### src/hw/rtl/ttint_pkg.sv
package ttint_pkg;

    localparam int TIME_W   = 32;
    localparam int SAMPLE_W = 32;
    localparam int FRAC_W   = 16;

    // input opcodes
    localparam logic [1:0] OP_APPEND = 2'd0;
    localparam logic [1:0] OP_WRITE  = 2'd1;
    localparam logic [1:0] OP_INTERP = 2'd2;
    localparam logic [1:0] OP_EVENT  = 2'd3;

    // result status codes
    localparam logic [1:0] STAT_OK    = 2'd0;
    localparam logic [1:0] STAT_FULL  = 2'd1;
    localparam logic [1:0] STAT_EMPTY = 2'd2;

    // one result beat before it enters the output register
    typedef struct packed {
        logic [3:0]          out_channel;
        logic [SAMPLE_W-1:0] sample_value;
        logic                event_found;
        logic [TIME_W-1:0]   event_time;
        logic [1:0]          status;
        logic                last;
    } result_t;

endpackage

### src/hw/rtl/ttint_div.sv
module ttint_div (
    input  logic                      aclk,
    input  logic                      aresetn,
    input  logic                      start,
    input  logic [ttint_pkg::TIME_W-1:0] num,
    input  logic [ttint_pkg::TIME_W-1:0] den,
    output logic                      busy,
    output logic [ttint_pkg::FRAC_W-1:0] quot
);
    import ttint_pkg::*;

    localparam int CNT_W = $clog2(FRAC_W);

    logic              busy_reg, busy_next;
    logic [CNT_W-1:0]  cnt_reg, cnt_next;
    logic [TIME_W:0]   rem_reg, rem_next;
    logic [TIME_W-1:0] den_reg, den_next;
    logic [FRAC_W-1:0] quot_reg, quot_next;

    // restoring division, one quotient bit per cycle; num < den on entry
    always_comb begin
        logic [TIME_W:0] sh;
        busy_next = busy_reg;
        cnt_next  = cnt_reg;
        rem_next  = rem_reg;
        den_next  = den_reg;
        quot_next = quot_reg;
        sh        = {rem_reg[TIME_W-1:0], 1'b0};
        if (start) begin
            busy_next = 1'b1;
            cnt_next  = '0;
            rem_next  = {1'b0, num};
            den_next  = den;
            quot_next = '0;
        end else if (busy_reg) begin
            if (sh >= {1'b0, den_reg}) begin
                rem_next  = sh - {1'b0, den_reg};
                quot_next = {quot_reg[FRAC_W-2:0], 1'b1};
            end else begin
                rem_next  = sh;
                quot_next = {quot_reg[FRAC_W-2:0], 1'b0};
            end
            cnt_next = cnt_reg + 1'b1;
            if (cnt_reg == CNT_W'(FRAC_W - 1)) begin
                busy_next = 1'b0;
            end
        end
    end

    always_ff @(posedge aclk) begin
        if (!aresetn) begin
            busy_reg <= 1'b0;
            cnt_reg  <= '0;
        end else begin
            busy_reg <= busy_next;
            cnt_reg  <= cnt_next;
        end
        rem_reg  <= rem_next;
        den_reg  <= den_next;
        quot_reg <= quot_next;
    end

    assign busy = busy_reg;
    assign quot = quot_reg;

endmodule
### config.mk
export PLATFORM = sky130hd
export DESIGN_NAME = ttint_div
export DESIGN_NICKNAME = d
export VERILOG_FILES = /design/src/hw/rtl/ttint_pkg.sv /design/src/hw/rtl/ttint_div.sv
export SDC_FILE = /design/constraint.sdc
export NUM_CORES = 1
export LEC_CHECK = 0
export ABC_AREA = 1
export BUFFER_PORTS_ARGS = -buffer_cell sky130_fd_sc_hd__clkbuf_2
export CAP_MARGIN = 40
export CORE_ASPECT_RATIO = 1.75
export CORE_MARGIN = 3
export CORE_UTILIZATION = 55
export CTS_BUF_LIST = sky130_fd_sc_hd__clkbuf_8
export DETAILED_ROUTE_END_ITERATION = 6
export PLACE_DENSITY = 0.8
export SYNTH_ARGS = -nofsm -noshare
export SYNTH_HDL_FRONTEND = slang
export SYNTH_SLANG_ARGS = --single-unit
### constraint.sdc
create_clock -name aclk -period 2.3 [get_ports aclk]
set_clock_uncertainty 0.15 [all_clocks]
set_input_delay 0.23 -clock aclk [delete_from_list [all_inputs] [get_ports aclk]]
set_output_delay 0.23 -clock aclk [all_outputs]
set_load 0.02 [all_outputs]
==> results of run 1 <==
## metal layers
metal  GRT usage (%)  overflow
met5           11.16         0
met4           66.32         3
met3           38.28         0
met2           83.85         1
met1           59.93         0
## metrics by stage
step                hold WS (ns)  util [%]  cells  setup slack (ns)
global placement          0.2568     70.10   1204           -0.2432
floorplan                 0.1789         -    890           0.09076
detailed placement        0.2586     70.10   1204           -0.2377
CTS                     0.004014     87.24   1303          -0.08756
## kinds of logic after synthesis
kind of cell    share of synthesized area (%)
buf+inv                                 12.95
xor+xnor                                1.983
flops                                   37.87
compound gates                          4.774
fa+ha+maj                               7.000
simple gates                            35.42
## timing repair
action	4_1_cts
cloned	4
endpoints found under the setup margin	32
resized for setup	158
hold buffers	62
buffers inserted	17
pin swaps	55
endpoints found under the hold margin	62
==> flow_summary_export.csv, run 1 <==
group,metric,value,unit
placed_design,gp_congestion,0.9602,
synthesis,ys_types,35,
floorplanning,io_pins,84,
synthesis,yosysMostFrequentCell,"nand2_1",
clocking,clock-root-buffer,"clkbuf_8",
synthesis,synthesis.nets,991,
synthesis,synth_enable_flop_cells,64,
floorplanning,rows,50,
run_status,stop_stage,"5_1_grt",
clocking,cts.htree.levels,3,
synthesis,netlist_area,0.006185,sq mm
synthesis,synth_cells,890,
run_status,error,"[ERROR GRT-0232] Routing congestion too high. Check the congestion heatmap in the GUI.",
synthesis,synth_largest_area_cell,"edfxtp_1",
synthesis,yosysSeqAreaShare,37.87,%
placed_design,port_buffers,83,
synthesis,synth_top_area_share,31.07,%
floorplanning,die_w,86.16,um
run_status,status,"did not finish",
timing,crit_endpoint,"rem_reg[28]$_DFFE_PP_/D",
placed_design,dp_hpwl,13.64,mm
timing,worst-ep-kind,"sequential cell input",
synthesis,ys_async_sr_fraction,0,%
synthesis,synth-seq-cells,85,
global_routing,grt_max_degree,43,
synthesis,synthesis.area_per_instance,6.949,sq um
global_routing,grt_remaining_overflow,4,
synthesis,ys.flop_type,"edfxtp_1",
clocking,numClockSinks,85,
floorplanning,chipHeight,146.3,um
clocking,numCtsBuffers,9,
synthesis,yosys-top-cells-count,"329 x nand2_1, 175 x inv_1, 69 x nand3_1",
global_routing,grt_usage,62.23,%
synthesis,synthTopCellsByArea,"edfxtp_1 31%, nand2_1 20%, inv_1 11%, dfxtp_1 6.8%, ha_1 6.7%",
floorplanning,start_util,57.14,%
synthesis,ys_warn_count,0,
placed_design,placed_area,0.007587,sq mm
clocking,clockBufferDepth,2,
==> run 2, diff against run 1 <==
--- a/config.mk
+++ b/config.mk
@@ -8,12 +8,10 @@
 export ABC_AREA = 1
 export BUFFER_PORTS_ARGS = -buffer_cell sky130_fd_sc_hd__clkbuf_2
 export CAP_MARGIN = 40
-export CORE_ASPECT_RATIO = 1.75
 export CORE_MARGIN = 3
-export CORE_UTILIZATION = 55
-export CTS_BUF_LIST = sky130_fd_sc_hd__clkbuf_8
+export CORE_UTILIZATION = 40
 export DETAILED_ROUTE_END_ITERATION = 6
-export PLACE_DENSITY = 0.8
+export PLACE_DENSITY_LB_ADDON = 0.15
 export SYNTH_ARGS = -nofsm -noshare
 export SYNTH_HDL_FRONTEND = slang
 export SYNTH_SLANG_ARGS = --single-unit
==> constraint.sdc (replaced) <==
create_clock -name aclk -period 3 [get_ports aclk]
set_clock_uncertainty 0.15 [all_clocks]
set_input_delay 0.3 -clock aclk [delete_from_list [all_inputs] [get_ports aclk]]
set_output_delay 0.3 -clock aclk [all_outputs]
set_load 0.02 [all_outputs]
==> flow_summary_export.csv, run 2 <==
group,metric,value,unit
floorplanning,start_util,41.76,%
pwr,power.density,634.7,mW/mm^2
timing,fmax,0.3683,GHz
detailed_routing,wl_per_cell,13.78,um
floorplanning,dieArea,0.01699,sq mm
worst_setup_path,cp_cell_sequence,"ha_1 > nand2_1 > nor2_1 > nand2_1 > inv_1 > nand2_2 > nand2_2 > nand2_2 > nand2_8 > nand3_1 > nand2_1 > nand2_1",
detailed_routing,drc,0,
worst_setup_path,path_class,"reg2reg",
placed_design,port_buffers,83,
global_routing,antenna_found_initial,0,
timing,final-hold-violation-count,0,
detailed_routing,detail-route-antenna-nets,0,
cells_and_area,mostFrequentLayoutCell,"nand2_1",
clocking,numCtsBuffers,9,
clocking,cts_tree,"built",
cells_and_area,syn2layout_area_growth,20.19,%
clocking,insertion_delay,0.37,ns
synthesis,synthesis.nets,991,
timing,holdWs,0.02398,ns
synthesis,synth-seq-cells,85,
worst_setup_path,slowest_stage,"edfxtp_1",
placed_design,placed_area,0.006799,sq mm
synthesis,ys_async_sr_fraction,0,%
timing,rsz0062_at_grt,"no",
floorplanning,io_pins,84,
run_status,status,"completed",
detailed_routing,first_pass_iters,5,
timing,relSlewSlack,59.70,%
synthesis,synthesis.area_per_instance,6.949,sq um
floorplanning,rows,44,
global_routing,grt_pass1_vias,5524,
detailed_routing,viasPerCell,4.754,
detailed_routing,met2_length,7.567,mm
floorplanning,die_w,130.3,um
cells_and_area,regArea,0.002342,sq mm
clocking,postCtsSetupBuffers,0,
detailed_routing,routed_wl,16.50,mm
synthesis,yosys-top-cells-count,"329 x nand2_1, 175 x inv_1, 69 x nand3_1",
cells_and_area,nFillCells,1534,
worst_setup_path,critPathArrivalTime,2.68,ns
synthesis,yosysMostFrequentCell,"nand2_1",
synthesis,ys_warn_count,0,
worst_setup_path,path_max_fanout,33,
timing,setup_tns,0,ns
synthesis,synth_cells,890,
cells_and_area,antenna_cells,0,
worst_setup_path,worst_path_most_repeated_cell,"nand2_1",
synthesis,synth_largest_area_cell,"edfxtp_1",
floorplanning,chipHeight,130.3,um
timing,period_minus_slack,2.715,ns
clocking,numClockSinks,85,
timing,layout_worst_path_cycle_share,90.51,%
clocking,clockBufferDepth,2,
cells_and_area,postLayoutCellArea,0.007433,sq mm
synthesis,synthTopCellsByArea,"edfxtp_1 31%, nand2_1 20%, inv_1 11%, dfxtp_1 6.8%, ha_1 6.7%",
detailed_routing,dr.max_layer_used,"met4",
clocking,cts.htree.levels,3,
detailed_routing,wl_met1,7.824,mm
worst_hold_path,hp-class,"in2reg",
worst_setup_path,cp-start-kind,"flip-flop",
cells_and_area,drive_above_1_share,13.13,%
cells_and_area,multi_input_area,0.003042,sq mm
global_routing,grt_max_degree,44,
pwr,ir_drop,0.3324,mV
worst_setup_path,cpPeakStageDelay,0.40,ns
worst_setup_path,cp.required,2.96,ns
synthesis,synth_enable_flop_cells,64,
timing,drv_slew,0,
placed_design,gp_congestion,0.9435,
floorplanning,fp.coreArea,0.01481,sq mm
global_routing,grt_pass1_wl,26.74,mm
cells_and_area,final_cell_mix,"329 x nand2_1, 175 x inv_1, 83 x clkbuf_2",
worst_setup_path,cp-end-kind,"flip-flop",
run,maxCapViolCount,0,
placed_design,dp_hpwl,12.79,mm
global_routing,grt_usage,20.24,%
synthesis,ys_types,35,
synthesis,ys.flop_type,"edfxtp_1",
clocking,clock-root-buffer,"clkbuf_16",
timing,tightest_slew,0.6045,ns
detailed_routing,wl_met3,865,um
timing,setup_viol,0,
clocking,path_clk_slew,0.08,ns
detailed_routing,vias,5691,
synthesis,netlist_area,0.006185,sq mm
synthesis,yosysSeqAreaShare,37.87,%
synthesis,synth_top_area_share,31.07,%
detailed_routing,drt_iter0_markers,313,
global_routing,grt_remaining_overflow,0,
cells_and_area,nNetsFinal,1109,
pwr,p_leak,3.900,nW
## run 2: cell counts after synthesis
No cell type changed its count.
## run 2: critical path, delay by kind of cell (launching register included)
kind	cells	cell delay [ns]
adder cells (fa/ha/maj)	1	0.36
buffers and inverters	1	0.09
flip-flops	1	0.40
AND/OR/NAND/NOR	10	1.46
## run 2: final cells by class
class | instances | share of cell area [%]
inverter | 183 | 9.241
clock buffer | 9 | 3.030
clock inverter | 7 | 1.195
sequential | 85 | 31.51
tap | 184 | 3.097
timing repair buffer | 126 | 11.01
multi-input combinational | 603 | 40.92
## run 2: metrics by stage
| step | util [%] | setup WS (ns) | total power [W] | cells |
|---|---|---|---|---|
| detailed placement | 45.91 | 0.2953 | 0.003519 | 1149 |
| finish | 50.19 | 0.2848 | 0.004718 | 1197 |
| CTS | 50.19 | 0.2713 | 0.004752 | 1197 |
| global route | 50.19 | 0.05723 | 0.005095 | 1197 |
| global placement | 45.91 | 0.2972 | 0.003512 | 1149 |
| floorplan | - | 0.4336 | 0.003034 | 890 |
## run 2: final timing paths
check,startpoint,to,slack (ns),depth (start not counted)
worst max-delay path,rem_reg[10]$_DFFE_PP_,rem_reg[27]$_DFFE_PP_,0.28,12
worst min-delay path,aresetn,busy$_SDFF_PN0_,0.02,3
worst max register to register,rem_reg[10]$_DFFE_PP_,rem_reg[27]$_DFFE_PP_,0.28,12
worst min register to register,cnt_reg[3]$_SDFFE_PP0P_,busy$_SDFF_PN0_,0.33,1
## run 2: logic make-up after synthesis
group / Yosys count / share of synthesized area [%]
compound gates: 51 / 4.774
buf+inv: 202 / 12.95
xor+xnor: 14 / 1.983
simple gates: 504 / 35.42
flops: 85 / 37.87
fa+ha+maj: 34 / 7.000
## run 2: metal layers
metal | track usage, % | vias to the layer above
met5 | 0 | -
met4 | 5.747 | 0
met3 | 3.807 | 14
met2 | 33.43 | 126
met1 | 27.20 | 2538
li1 | - | 3013
## run 2: what timing repair did
action | in CTS | in global routing
hold buffers | 32 | 0
hold endpoints to repair | 32 | 0
resized for setup | 0 | 0
## run 2: power breakdown
group | total, W | switching (W) | leakage, nW | internal, W
Clock | 0.00118 | 0.000581 | 0.153 | 0.000601
Sequential | 0.00151 | 0.0000652 | 0.809 | 0.00144
Combinational | 0.00203 | 0.00128 | 2.94 | 0.000744
(Power assumes the default switching activity.)
==> run 3, diff against run 2 <==
--- a/config.mk
+++ b/config.mk
@@ -9,7 +9,7 @@
 export BUFFER_PORTS_ARGS = -buffer_cell sky130_fd_sc_hd__clkbuf_2
 export CAP_MARGIN = 40
 export CORE_MARGIN = 3
-export CORE_UTILIZATION = 40
+export CORE_UTILIZATION = 55
 export DETAILED_ROUTE_END_ITERATION = 6
 export PLACE_DENSITY_LB_ADDON = 0.15
 export SYNTH_ARGS = -nofsm -noshare
==> flow_summary_export.csv, run 3 (synthesis results as in run 2) <==
group,metric,value,unit
clocking,numClockSinks,85,
worst_setup_path,worst_path_most_repeated_cell,"nand2_1",
timing,setup_tns,0,ns
detailed_routing,drc,0,
worst_setup_path,cp-start-kind,"flip-flop",
floorplanning,chipHeight,112.0,um
global_routing,grt_pass1_wl,26.82,mm
global_routing,grt_max_degree,65,
floorplanning,dieArea,0.01255,sq mm
placed_design,dp_slack,0.4147,ns
clocking,hold_buffers,32,
worst_hold_path,hp-class,"in2reg",
clocking,clockBufferDepth,2,
global_routing,grtUsageMet3,3.989,%
clocking,post_cts_resized,0,
detailed_routing,detail-route-antenna-nets,0,
placed_design,gp_congestion,0.9601,
global_routing,grt_util_met2,44.40,%
worst_setup_path,path_class,"reg2reg",
global_routing,gr-usage-met1,35.76,%
worst_setup_path,cp.required,2.96,ns
cells_and_area,nNetsFinal,1112,
cells_and_area,syn2layout_area_growth,19.85,%
timing,rsz0062_at_grt,"no",
timing,period_minus_slack,2.624,ns
worst_setup_path,rrSetupSlack,0.38,ns
pwr,p_leak,3.923,nW
clocking,clock-root-buffer,"clkbuf_16",
floorplanning,io_pins,84,
run,maxCapViolCount,0,
worst_setup_path,crit_buf_inv,1,
clocking,cts_tree,"built",
clocking,numCtsBuffers,9,
timing,layout_worst_path_cycle_share,87.48,%
timing,tightest_slew,0.7183,ns
detailed_routing,viasPerCell,5.018,
worst_setup_path,crit_cells,11,
global_routing,antenna_found_initial,0,
detailed_routing,vias,5801,
cells_and_area,postLayoutCellArea,0.007412,sq mm
timing,final-hold-violation-count,0,
worst_setup_path,timing.rr.end,"rem_reg[25]$_DFFE_PP_",
timing,relSlewSlack,52.12,%
pwr,power.density,635.7,mW/mm^2
cells_and_area,nFillCells,972,
clocking,cts.htree.levels,3,
cells_and_area,drive_above_1_share,13.39,%
global_routing,grt_usage,26.63,%
pwr,ir_drop,0.3788,mV
worst_setup_path,cpPeakStageDelay,0.46,ns
worst_setup_path,cp-end-kind,"flip-flop",
cells_and_area,multi_input_area,0.003042,sq mm
floorplanning,fp.coreArea,0.01094,sq mm
global_routing,grt.busiest_layer,"met2",
worst_setup_path,cp-startpoint,"rem_reg[17]$_DFFE_PP_",
detailed_routing,wl_per_cell,13.89,um
placed_design,placed_area,0.006804,sq mm
worst_setup_path,reg2reg_depth,11,
worst_setup_path,slowest_stage,"edfxtp_1",
placed_design,dp_hpwl,12.01,mm
placed_design,dp_cells,1108,
timing,setup_viol,0,
clocking,postCtsSetupBuffers,0,
global_routing,grt_remaining_overflow,0,
pwr,fin_total_pwr,0.004712,W
floorplanning,start_util,56.56,%
floorplanning,rows,38,
timing,drv_slew,0,
floorplanning,die_w,112.0,um
placed_design,port_buffers,83,
detailed_routing,first_pass_iters,5,
worst_setup_path,cp_cell_sequence,"ha_1 > nand2_1 > nor2_1 > nand2_1 > nor3_2 > nand2_2 > nand2_8 > buf_12 > nand3_1 > nand2_1 > nand2_1",
global_routing,grt_pass1_vias,5657,
worst_setup_path,critPathTopFamily,"simple AND/OR/NAND/NOR gates",
clocking,insertion_delay,0.36,ns
worst_setup_path,setup.worst_path.end,"rem_reg[25]$_DFFE_PP_",
run_status,status,"completed",
cells_and_area,fin_cells,1156,
worst_setup_path,critPathArrivalTime,2.58,ns
timing,fmax,0.3811,GHz
worst_setup_path,reg2reg_from,"rem_reg[17]$_DFFE_PP_",
detailed_routing,routed_wl,16.06,mm
cells_and_area,regArea,0.002342,sq mm
worst_setup_path,path_max_fanout,15,
cells_and_area,mostFrequentLayoutCell,"nand2_1",
detailed_routing,drt_iter0_markers,305,
cells_and_area,antenna_cells,0,
timing,worst_slack,0.3757,ns
clocking,path_clk_slew,0.07,ns
cells_and_area,final_cell_mix,"329 x nand2_1, 175 x inv_1, 83 x clkbuf_2",
[run 3: cell types whose count changed in the layout (fill, tap and decap cells not counted)]
cell	before	now
buf_12	0	3
clkinv_2	0	1
clkinv_8	3	0
inv_4	0	1
inv_8	2	3
[run 3: report_power, final]
part	leakage (nW)	internal, W	switching [W]
Sequential	0.809	0.00145	0.0000680
Clock	0.146	0.000584	0.000526
Combinational	2.97	0.000791	0.00130
Total	3.92	0.00282	0.00189
[run 3: metrics by stage]
stage	hold WS, ns	utilization, %
after floorplan	0.2489	-
after global placement	0.3178	62.22
after detailed placement	0.3237	62.22
after CTS	0.02453	67.78
after global routing	0.03147	67.78
final	0.02639	67.78
[run 3: worst min-delay path, cell delays in order]
cell	delay (ns)
clkbuf_2	0.09
nand2_1	0.06
a41oi_1	0.04
[run 3: worst min path at each step]
stage / start / to / slack (ns) / depth (start not counted)
finish: aresetn / busy$_SDFF_PN0_ / 0.03 / 3
global route: aresetn / busy$_SDFF_PN0_ / 0.03 / 3
floorplan: den[0] / den_reg[0]$_DFFE_PP_ / 0.25 / 0
global placement: quot[15]$_SDFFE_PP0P_ / quot[15]$_SDFFE_PP0P_ / 0.32 / 2
detailed placement: cnt_reg[3]$_SDFFE_PP0P_ / busy$_SDFF_PN0_ / 0.32 / 1
CTS: aresetn / busy$_SDFF_PN0_ / 0.02 / 3
[run 3: final cells by class]
class,instances,area share (%)
multi-input combinational,603,41.04
sequential,85,31.60
timing repair buffer,129,11.85
inverter,183,9.267
clock buffer,9,3.038
tap,140,2.363
clock inverter,7,0.8440
[run 3: per-layer routing]
layer | part of all wire (%) | routed length (um) | vias up
met5 | 0 | 0 | -
met4 | 2.1 | 340 | 0
met3 | 5.4 | 867 | 26
met2 | 47 | 7567 | 152
met1 | 45 | 7283 | 2606
li1 | - | - | 3017
==> run 4, diff against run 3 <==
--- a/config.mk
+++ b/config.mk
@@ -8,10 +8,12 @@
 export ABC_AREA = 1
 export BUFFER_PORTS_ARGS = -buffer_cell sky130_fd_sc_hd__clkbuf_2
 export CAP_MARGIN = 40
+export CELL_PAD_IN_SITES_DETAIL_PLACEMENT = 1
+export CELL_PAD_IN_SITES_GLOBAL_PLACEMENT = 2
 export CORE_MARGIN = 3
-export CORE_UTILIZATION = 55
+export CORE_UTILIZATION = 33
 export DETAILED_ROUTE_END_ITERATION = 6
-export PLACE_DENSITY_LB_ADDON = 0.15
+export PLACE_DENSITY = 0.91
 export SYNTH_ARGS = -nofsm -noshare
 export SYNTH_HDL_FRONTEND = slang
 export SYNTH_SLANG_ARGS = --single-unit
==> flow_summary_export.csv, run 4 (synthesis results as in run 2) <==
group,metric,value,unit
worst_setup_path,slowest_stage,"edfxtp_1",
timing,drv_slew,0,
timing,rsz0062_at_grt,"no",
global_routing,grt_pass1_wl,31.41,mm
clocking,cts.htree.levels,3,
worst_setup_path,cp.required,2.97,ns
worst_setup_path,worst_path_most_repeated_cell,"nand2_1",
clocking,numCtsBuffers,9,
timing,setup_tns,0,ns
timing,period_minus_slack,2.801,ns
floorplanning,io_pins,84,
clocking,clockBufferDepth,2,
worst_setup_path,cp_cell_sequence,"ha_1 > nand2_1 > nor2_1 > nand2_1 > nor2_1 > nand2_1 > nor2_4 > nor2_4 > buf_12 > nand2_8 > nand2_1 > nand3_1 > nand2_1",
worst_setup_path,crit_buf_inv,1,
timing,fmax,0.3570,GHz
worst_setup_path,cpPeakStageDelay,0.42,ns
cells_and_area,nNetsFinal,1111,
timing,layout_worst_path_cycle_share,93.37,%
floorplanning,start_util,33.97,%
worst_setup_path,path_class,"reg2reg",
timing,tightest_slew,0.6224,ns
timing,setup_viol,0,
cells_and_area,mostFrequentLayoutCell,"nand2_1",
global_routing,grt_usage,19.45,%
clocking,cts_tree,"built",
global_routing,grt_remaining_overflow,0,
detailed_routing,viasPerCell,4.720,
pwr,ir_drop,0.2851,mV
cells_and_area,drive_above_1_share,13.50,%
detailed_routing,drt_iter0_markers,228,
detailed_routing,first_pass_iters,4,
global_routing,grt_max_degree,34,
clocking,path_clk_slew,0.08,ns
timing,relSlewSlack,58.25,%
global_routing,antenna_found_initial,0,
worst_setup_path,critPathTopFamily,"simple AND/OR/NAND/NOR gates",
floorplanning,dieArea,0.02042,sq mm
worst_setup_path,cp-end-kind,"flip-flop",
floorplanning,rows,49,
detailed_routing,wl_per_cell,15.28,um
run_status,status,"completed",
floorplanning,die_w,142.9,um
detailed_routing,detail-route-antenna-nets,0,
cells_and_area,antenna_cells,0,
cells_and_area,syn2layout_area_growth,21.59,%
placed_design,port_buffers,83,
detailed_routing,routed_wl,19.01,mm
floorplanning,chipHeight,142.9,um
floorplanning,fp.coreArea,0.01821,sq mm
placed_design,gp_congestion,0.8656,
cells_and_area,final_cell_mix,"329 x nand2_1, 175 x inv_1, 83 x clkbuf_2",
clocking,postCtsSetupBuffers,0,
detailed_routing,drc,0,
worst_hold_path,hp-class,"in2reg",
worst_setup_path,cp-start-kind,"flip-flop",
clocking,numClockSinks,85,
pwr,power.density,637.3,mW/mm^2
timing,final-hold-violation-count,0,
placed_design,placed_area,0.006895,sq mm
cells_and_area,postLayoutCellArea,0.007520,sq mm
detailed_routing,vias,5872,
worst_setup_path,path_max_fanout,33,
placed_design,dp_hpwl,14.76,mm
worst_setup_path,critPathArrivalTime,2.77,ns
run,maxCapViolCount,0,
pwr,p_leak,3.915,nW
global_routing,grt_pass1_vias,6214,
clocking,insertion_delay,0.36,ns
clocking,clock-root-buffer,"clkbuf_16",
[run 4: cell types whose count changed in the layout (fill, tap and decap cells not counted), sizes merged]
cell    change
buf         -1
clkinv      +1
inv         -1
[run 4: cell type report]
cell class	instances	area [sq um]
clock buffer	9	225.2
fill	2330	10690
clock inverter	7	73.82
sequential	85	2342
tap	229	286.5
multi-input combinational	603	3047
inverter	183	686.9
timing repair buffer	128	858.3
[run 4: layer usage]
layer  track usage, %  vias to the layer above  wire length, um
li1                 -                     3005                -
met1            25.92                     2755             9131
met2            33.21                       97             8968
met3            3.048                       15              667
met4            4.652                        0              244
met5                0                        -                0
[run 4: worst paths after layout]
check | start | to | slack (ns) | depth (start not counted)
worst max-delay path | rem_reg[28]$_DFFE_PP_ | rem_reg[3]$_DFFE_PP_ | 0.20 | 13
worst min-delay path | aresetn | busy$_SDFF_PN0_ | 0.03 | 3
worst max register to register | rem_reg[28]$_DFFE_PP_ | rem_reg[3]$_DFFE_PP_ | 0.20 | 13
worst min register to register | quot[15]$_SDFFE_PP0P_ | quot[15]$_SDFFE_PP0P_ | 0.31 | 2
[run 4: repair_timing]
item,in CTS,in global routing
endpoints found under the setup margin,0,30
hold buffers,32,0
endpoints found under the hold margin,32,0
gates resized for setup,0,2
[run 4: worst register-to-register path: cells and delay by family (launching register included)]
| family | cells | cell delay [ns] |
|---|---|---|
| adders and majority gates | 1 | 0.41 |
| buffers and inverters | 1 | 0.17 |
| DFF | 1 | 0.42 |
| and+or+nand+nor | 11 | 1.41 |
[run 4: per-stage QoR]
stage,setup WS [ns],std cells,hold slack (ns),utilization (%),total power (W)
after floorplan,0.4336,890,0.2489,-,0.003034
after global placement,0.1626,1196,0.2929,37.87,0.003571
after detailed placement,0.1280,1196,0.3005,37.87,0.003618
after CTS,0.1053,1244,0.02191,41.27,0.004855
after global routing,0.005949,1244,0.03071,41.30,0.005213
final,0.1989,1244,0.02604,41.30,0.004793
[run 4: report_power, final]
group / leakage (nW) / switching, W / internal [W] / total (W)
clock network: 0.149 / 0.000577 / 0.000593 / 0.00117
logic: 2.96 / 0.00135 / 0.000763 / 0.00211
registers: 0.809 / 0.0000692 / 0.00144 / 0.00151
